[src/design/pcen_pkg.sv]
// pcen_pkg: widths, constants and controller/datapath handoff types for the
// polygon centroid block. No dependencies.
package pcen_pkg;

   localparam int COORD_W          = 16;   // Q12.4 vertex and result
   localparam int LIMIT_W          = 16;   // zero-area limit register
   localparam int REL_W            = 17;   // vertex relative to origin
   localparam int PROD_W           = 2 * REL_W;
   localparam int CROSS_W          = PROD_W + 1;
   localparam int PSUM_W           = REL_W + 1;
   localparam int MPROD_W          = PSUM_W + CROSS_W;
   localparam int AREA_W           = 45;   // doubled area, Q8
   localparam int MOM_W            = 63;   // first moments, Q12
   localparam int CENTROID_DIV     = 3;
   localparam int DEN_W            = AREA_W + 2;
   localparam int MAG_W            = MOM_W + 1;
   localparam int Q_W              = 18;   // quotient bits kept before saturation
   localparam int DVS_W            = DEN_W + 1 + Q_W;
   localparam int STEP_W           = $clog2(Q_W);
   localparam int RES_W            = Q_W + 2;
   localparam int DEF_MAX_VERTICES = 1024;

   typedef struct packed {
      logic take;       // input word may be accepted
      logic latch;      // pick divide operands, fallback decision
      logic prep;       // form divider magnitudes
      logic clear;      // clear polygon accumulators
      logic check;      // quotient range check, load divider
      logic step;       // one restoring divide step
      logic load_out;   // load result into output register
   } pcen_cmd_type;

   typedef struct packed {
      logic pipe_busy;  // a vertex is still in the cross-product pipe
      logic out_free;   // output register can take a new result
   } pcen_stat_type;

endpackage

[src/design/pcen_ctrl.sv]
// pcen_ctrl: sequencer for the polygon centroid block. Runs the vertex
// phase, drains the pipe and steps the shared divider. Uses pcen_pkg.
module pcen_ctrl import pcen_pkg::*; (
   input  logic          clock,
   input  logic          reset,
   input  logic          req_tvalid,
   input  logic          req_tlast,
   output logic          req_tready,
   input  pcen_stat_type stat,
   output pcen_cmd_type  cmd
);

   typedef enum logic [6:0] {
      ST_RUN    = 7'b0000001,
      ST_DRAIN  = 7'b0000010,
      ST_PREP1  = 7'b0000100,
      ST_PREP2  = 7'b0001000,
      ST_CHECK  = 7'b0010000,
      ST_DIVIDE = 7'b0100000,
      ST_DONE   = 7'b1000000
   } state_type;

   state_type         state_ff, state_in;
   logic [STEP_W-1:0] step_ff, step_in;

   always_comb begin
      state_in = state_ff;
      step_in  = step_ff;
      cmd      = '0;
      case (state_ff)
         ST_RUN: begin
            cmd.take = 1'b1;
            if (req_tvalid && req_tlast) state_in = ST_DRAIN;
         end
         ST_DRAIN: begin
            if (!stat.pipe_busy) state_in = ST_PREP1;
         end
         ST_PREP1: begin
            cmd.latch = 1'b1;
            state_in  = ST_PREP2;
         end
         ST_PREP2: begin
            cmd.prep  = 1'b1;
            cmd.clear = 1'b1;
            state_in  = ST_CHECK;
         end
         ST_CHECK: begin
            cmd.check = 1'b1;
            step_in   = STEP_W'(Q_W - 1);
            state_in  = ST_DIVIDE;
         end
         ST_DIVIDE: begin
            cmd.step = 1'b1;
            if (step_ff == '0) state_in = ST_DONE;
            else step_in = step_ff - 1'b1;
         end
         ST_DONE: begin
            if (stat.out_free) begin
               cmd.load_out = 1'b1;
               state_in     = ST_RUN;
            end
         end
         default: begin
            state_in = ST_RUN;
         end
      endcase
   end

   assign req_tready = cmd.take;

   always_ff @(posedge clock) begin
      if (reset) begin
         state_ff <= ST_RUN;
         step_ff  <= '0;
      end else begin
         state_ff <= state_in;
         step_ff  <= step_in;
      end
   end

endmodule

[config.mk]
export PLATFORM = sky130hd
export DESIGN_NAME = pcen_ctrl
export DESIGN_NICKNAME = d
export VERILOG_FILES = /design/src/design/pcen_pkg.sv /design/src/design/pcen_ctrl.sv
export SDC_FILE = /design/constraint.sdc
export NUM_CORES = 1
export LEC_CHECK = 0
export BUFFER_PORTS_ARGS = -buffer_cell sky130_fd_sc_hd__buf_4
export CAP_MARGIN = 10
export CORE_UTILIZATION = 43
export DETAILED_ROUTE_END_ITERATION = 10
export MAX_ROUTING_LAYER = met4
export SYNTH_ARGS = -nofsm -noshare
export SYNTH_HDL_FRONTEND = slang
export SYNTH_SLANG_ARGS = --single-unit
[constraint.sdc]
create_clock -name clock -period 2.3 [get_ports clock]
set_clock_uncertainty 0.1 [all_clocks]
set_input_delay 0.115 -clock clock [delete_from_list [all_inputs] [get_ports clock]]
set_output_delay 0.115 -clock clock [all_outputs]
set_load 0.03 [all_outputs]
Word-level counts from Yosys, hierarchy flattened
Index checks and enable logic that the tools add are counted.

$add $sub $neg: 1. Multipliers: 0. Div/mod/pow operators: 0. Magnitude comparators: 0. Equal/unequal tests: 12. Shift-type cells: 0. Muxes and demuxes: 14. Bitwise gates (word level): 0. Reduce and logical (&&, ||, !) cells: 5.

Operator list (count): one-hot mux 7 bit (7 select lines) (1); 2-to-1 mux 7 bit (4); inequality test 2 bit, second input constant (5); one-hot mux 5 bit (2 select lines) (1); equality test 7 x 1 -> 1 bit, second input constant (1); equality test 7 x 2 -> 1 bit, second input constant (1); equality test 7 x 3 -> 1 bit, second input constant (1); equality test 7 x 4 -> 1 bit, second input constant (1); equality test 7 x 5 -> 1 bit, second input constant (1); equality test 7 x 6 -> 1 bit, second input constant (1); equality test 7 bit, second input constant (1); 2-to-1 mux 1 bit (6); zero test 5 bit (1); 2-to-1 mux 5 bit (1); subtractor 5 x 1 -> 5 bit, second input constant (1); AND reduction 4 bit (1); 2-to-1 mux 2 bit (1); AND reduction 2 bit (1); nonzero test 2 bit (1); logical AND 1 bit (1).

Register bits after elaboration: 12. Latch bits: 0. Bits in writable memories: 0. Bits in read-only memories: 0. Output and inout bits: 8. Logic and storage cells: 34. Memories: 0.

Logic depth before layout (Yosys ltp)
Depth in word-level cells: 3. Gate-level depth with buffers: 6. Depth with buffers taken out: 6.

Least setup slack after synthesis
OpenSTA, ideal clock, no wires.

Kind: register to output. Start point: register state_ff[6]. End point: output cmd[6] (netlist bit). Data arrival time: 2.498 ns. Setup slack: -0.413 ns. Stages on the path, launching flop included: 5. Path buffers: 2. Cell sequence: dfxtp_1 > buf_6 > or4_1 > nor4b_1 > buf_4.

Cells in the longest elaborated chain, start to end: 2.

RTL lines: from (decl) (RTL line pcen_ctrl.sv:23) `state_type state_ff, state_in;`; from (signal assigned) (RTL line pcen_ctrl.sv:76) `state_ff <= state_in;`; equality test 7 x 1 -> 1 bit (RTL line pcen_ctrl.sv:30) `case (state_ff)`; 2-to-1 mux 1 bit (RTL line pcen_ctrl.sv:30); to (decl) (RTL line pcen_ctrl.sv:10) `output pcen_cmd_type cmd`.

No other way between the ends.

Worst setup path after layout
Start point: register state_ff[6]. End point: output req_tready.

Cells in the longest elaborated chain, start to end: 2.

RTL lines: equality test 7 x 1 -> 1 bit (RTL line pcen_ctrl.sv:30); 2-to-1 mux 1 bit (RTL line pcen_ctrl.sv:30); to (decl) (RTL line pcen_ctrl.sv:8) `output logic req_tready,`.

No other way between the ends.

==> results.json <==
{
  "start_util_pct": 45.4,
  "synth_top_area_share_pct": 30.6,
  "clockBufferDepth": 2,
  "path_class": "reg -> out",
  "core_area_sq_um": 1730,
  "synth_cells": 85,
  "critPathTopFamily": "simple AND/OR/NAND/NOR gates",
  "crit_required_ns": 2.09,
  "worst_path_max_delay_cell": "or4_1",
  "worst_pin_slew_ns": 0.593,
  "hold_viol": 0,
  "num_vias": 633,
  "die_h_um": 44.7,
  "synth_area_sq_um": 785,
  "slew_viol_final": 0,
  "yosysSeqAreaShare_pct": 30.6,
  "relSlewSlack_pct": 60.1,
  "postRouteAntennaNets": 0,
  "rows": 15,
  "antennaDiodeCount": 0,
  "grtUsageTotal_pct": 17.6,
  "htreeDepth": 1,
  "arrival_ns": 1.86,
  "yosys_warnings": 0,
  "ioPinCount": 14,
  "synth_edf_count": 0,
  "routed_wl_um": 1550,
  "netlist_top_cells_count": "dfxtp_1 (12), nor2_1 (6), inv_1 (5), nor3_1 (5), nor3b_1 (5)",
  "finalWorstSetupSlack_ns": 0.227,
  "status": "completed",
  "drtIter0Drc": 6,
  "cts_setup_buffers": 0,
  "synth_ff_type": "dfxtp_1",
  "final_nets": 104,
  "start_kind": "flop",
  "vdd_ir_drop_max_uv": 410,
  "crit_buf_inv": 1,
  "io_buffers": 13,
  "rsz0062_at_grt": "false",
  "power_density_nw_per_um2": 727,
  "yosys.cell_types.count": 40,
  "gr-total-overflow": 0,
  "gp_congestion": 0.870,
  "cts_made_buffers": 3,
  "max_cap_violations": 0,
  "first_global_vias": 588,
  "critical_path.cell_chain": "or4_1, nor4b_2, buf_4",
  "clk_pin_slew_ns": 0.07,
  "cellLeakagePower_nw": 0.348,
  "synth_most_common_cell": "dfxtp_1",
  "ys_ff_latch": 12,
  "endpoint_kind": "primary output",
  "final_area_sq_um": 900,
  "viasPerCell": 5.28,
  "finalCritPeriodShare_pct": 90.1,
  "cts_tree": "yes",
  "area_delta_synth_final_pct": 14.7,
  "min_path_type": "in -> reg",
  "yosysTopAreaCell": "dfxtp_1",
  "synth.area.top_cells": "dfxtp_1 (31%), nor3b_1 (4.8%), buf_4 (3.8%)",
  "place_ws_ns": 0.244,
  "grt_max_degree": 15,
  "antenna_found_initial": 0,
  "async_reset_ff_share_pct": 0,
  "drcViolationCount": 0,
  "min_period_ns": 2.07,
  "hpwl_um": 1180,
  "grt_pass1_wl_um": 2470,
  "cts_sinks": 12,
  "wl_per_cell_um": 12.9,
  "syn_nets": 92,
  "clock_tree.root_cell": "clkbuf_4",
  "setup_tns_ns": 0,
  "hold_slack_ns": 0.0102,
  "dpl-instance-area_sq_um": 877,
  "die-area_sq_um": 2000,
  "synth_area_per_cell_sq_um": 9.23,
  "hold_buffers": 0,
  "drive_gt1_share_pct": 30.5,
  "cpPeakStageDelay_ns": 0.54,
  "fmax_mhz": 482,
  "post_cts_resized": 0,
  "finalSetupViolCount": 0,
  "insertion_delay_ns": 0.26,
  "cp_max_fo": 9,
  "die_x_um": 44.7,
  "dr.pass1.iters": 3
}
[layout by cell type (no fill, tap or decap), drive strengths merged, types with 2 or more instances in the layout]
cell type / n
and3b: 2
a21oi: 2
buf: 14
nor3: 5
dfxtp: 12
o41ai: 2
nor4b: 2
nand2b: 2
inv: 5
a211oi: 3
nor2: 6
or2: 3
clkbuf: 3
xor2: 2
nor3b: 5
nand2: 3
o21ai: 2
nor4: 5
[sequential cells by signal (all words and copies together) (netlist names)]
register and count:
step_ff 5, state_ff 7
[final timing paths]
| kind | startpoint | endpoint | slack [ns] | cells past startpoint |
|---|---|---|---|---|
| worst max-delay path | state_ff[6]$_SDFFE_PP0P_ | req_tready | 0.23 | 3 |
| worst min-delay path | reset | state_ff[5]$_SDFFE_PP0P_ | 0.01 | 2 |
| worst max register to register | step_ff[0]$_SDFFE_PP0P_ | state_ff[0]$_SDFFE_PP1P_ | 0.23 | 6 |
| worst min register to register | step_ff[4]$_SDFFE_PP0P_ | step_ff[4]$_SDFFE_PP0P_ | 0.38 | 1 |
[per-stage QoR]
step | cells | util (%) | power (W)
after CTS | 120 | 52.1 | 0.000667
after global placement | 117 | 50.8 | 0.000536
after global routing | 120 | 52.1 | 0.000697
after detailed placement | 117 | 50.8 | 0.000539
after floorplan | 85 | - | 0.000478
final | 120 | 52.1 | 0.000654
[area by class of cell]
class,instances,area (sq um)
Timing Repair Buffer,14,105
Inverter,5,18.8
Multi-Input combinational cell,61,482
Clock buffer,3,22.5
Sequential cell,12,240
Fill cell,181,827
Tap cell,25,31.3
[logic make-up (layout without fill, tap and decap cells)]
logic type      after synthesis  in the layout  synth area share (%)
compound gates               13             13                  16.1
xor+xnor                      3              3                  3.35
fa+ha+maj                     1              1                  1.59
buf+inv                      12             22                  8.77
flops                        12             12                  30.6
mux                           2              2                  3.19
simple gates                 42             42                  36.4
[worst reg2reg max path: cells and delay by family, from the launching register on]
kind	cells	cell delay, ns
DFF	1	0.35
and+or+nand+nor	1	0.51
buffers and inverters	1	0.07
adders and majority gates	1	0.18
AOI/OAI and AO/OA	3	0.76
[report_power, final]
part	switching (W)	total (W)	internal (W)	leakage, nW
logic	0.000155	0.000277	0.000123	0.237
registers	0.0000303	0.000253	0.000223	0.0971
clock network	0.0000631	0.000124	0.0000604	0.0138
total	0.000248	0.000654	0.000406	0.348
[per-layer routing]
| layer | global-route usage [%] | vias up | wire (um) | share of wire, % |
|---|---|---|---|---|
| met5 | - | - | 0 | 0 |
| met4 | 10.9 | 0 | 13 | 0.84 |
| met2 | 28.8 | 8 | 779 | 50 |
| met1 | 20.4 | 291 | 703 | 45 |
| met3 | 2.40 | 2 | 55 | 3.5 |
| li1 | - | 332 | - | - |
Note: power is estimated with default switching activity, not from simulation.
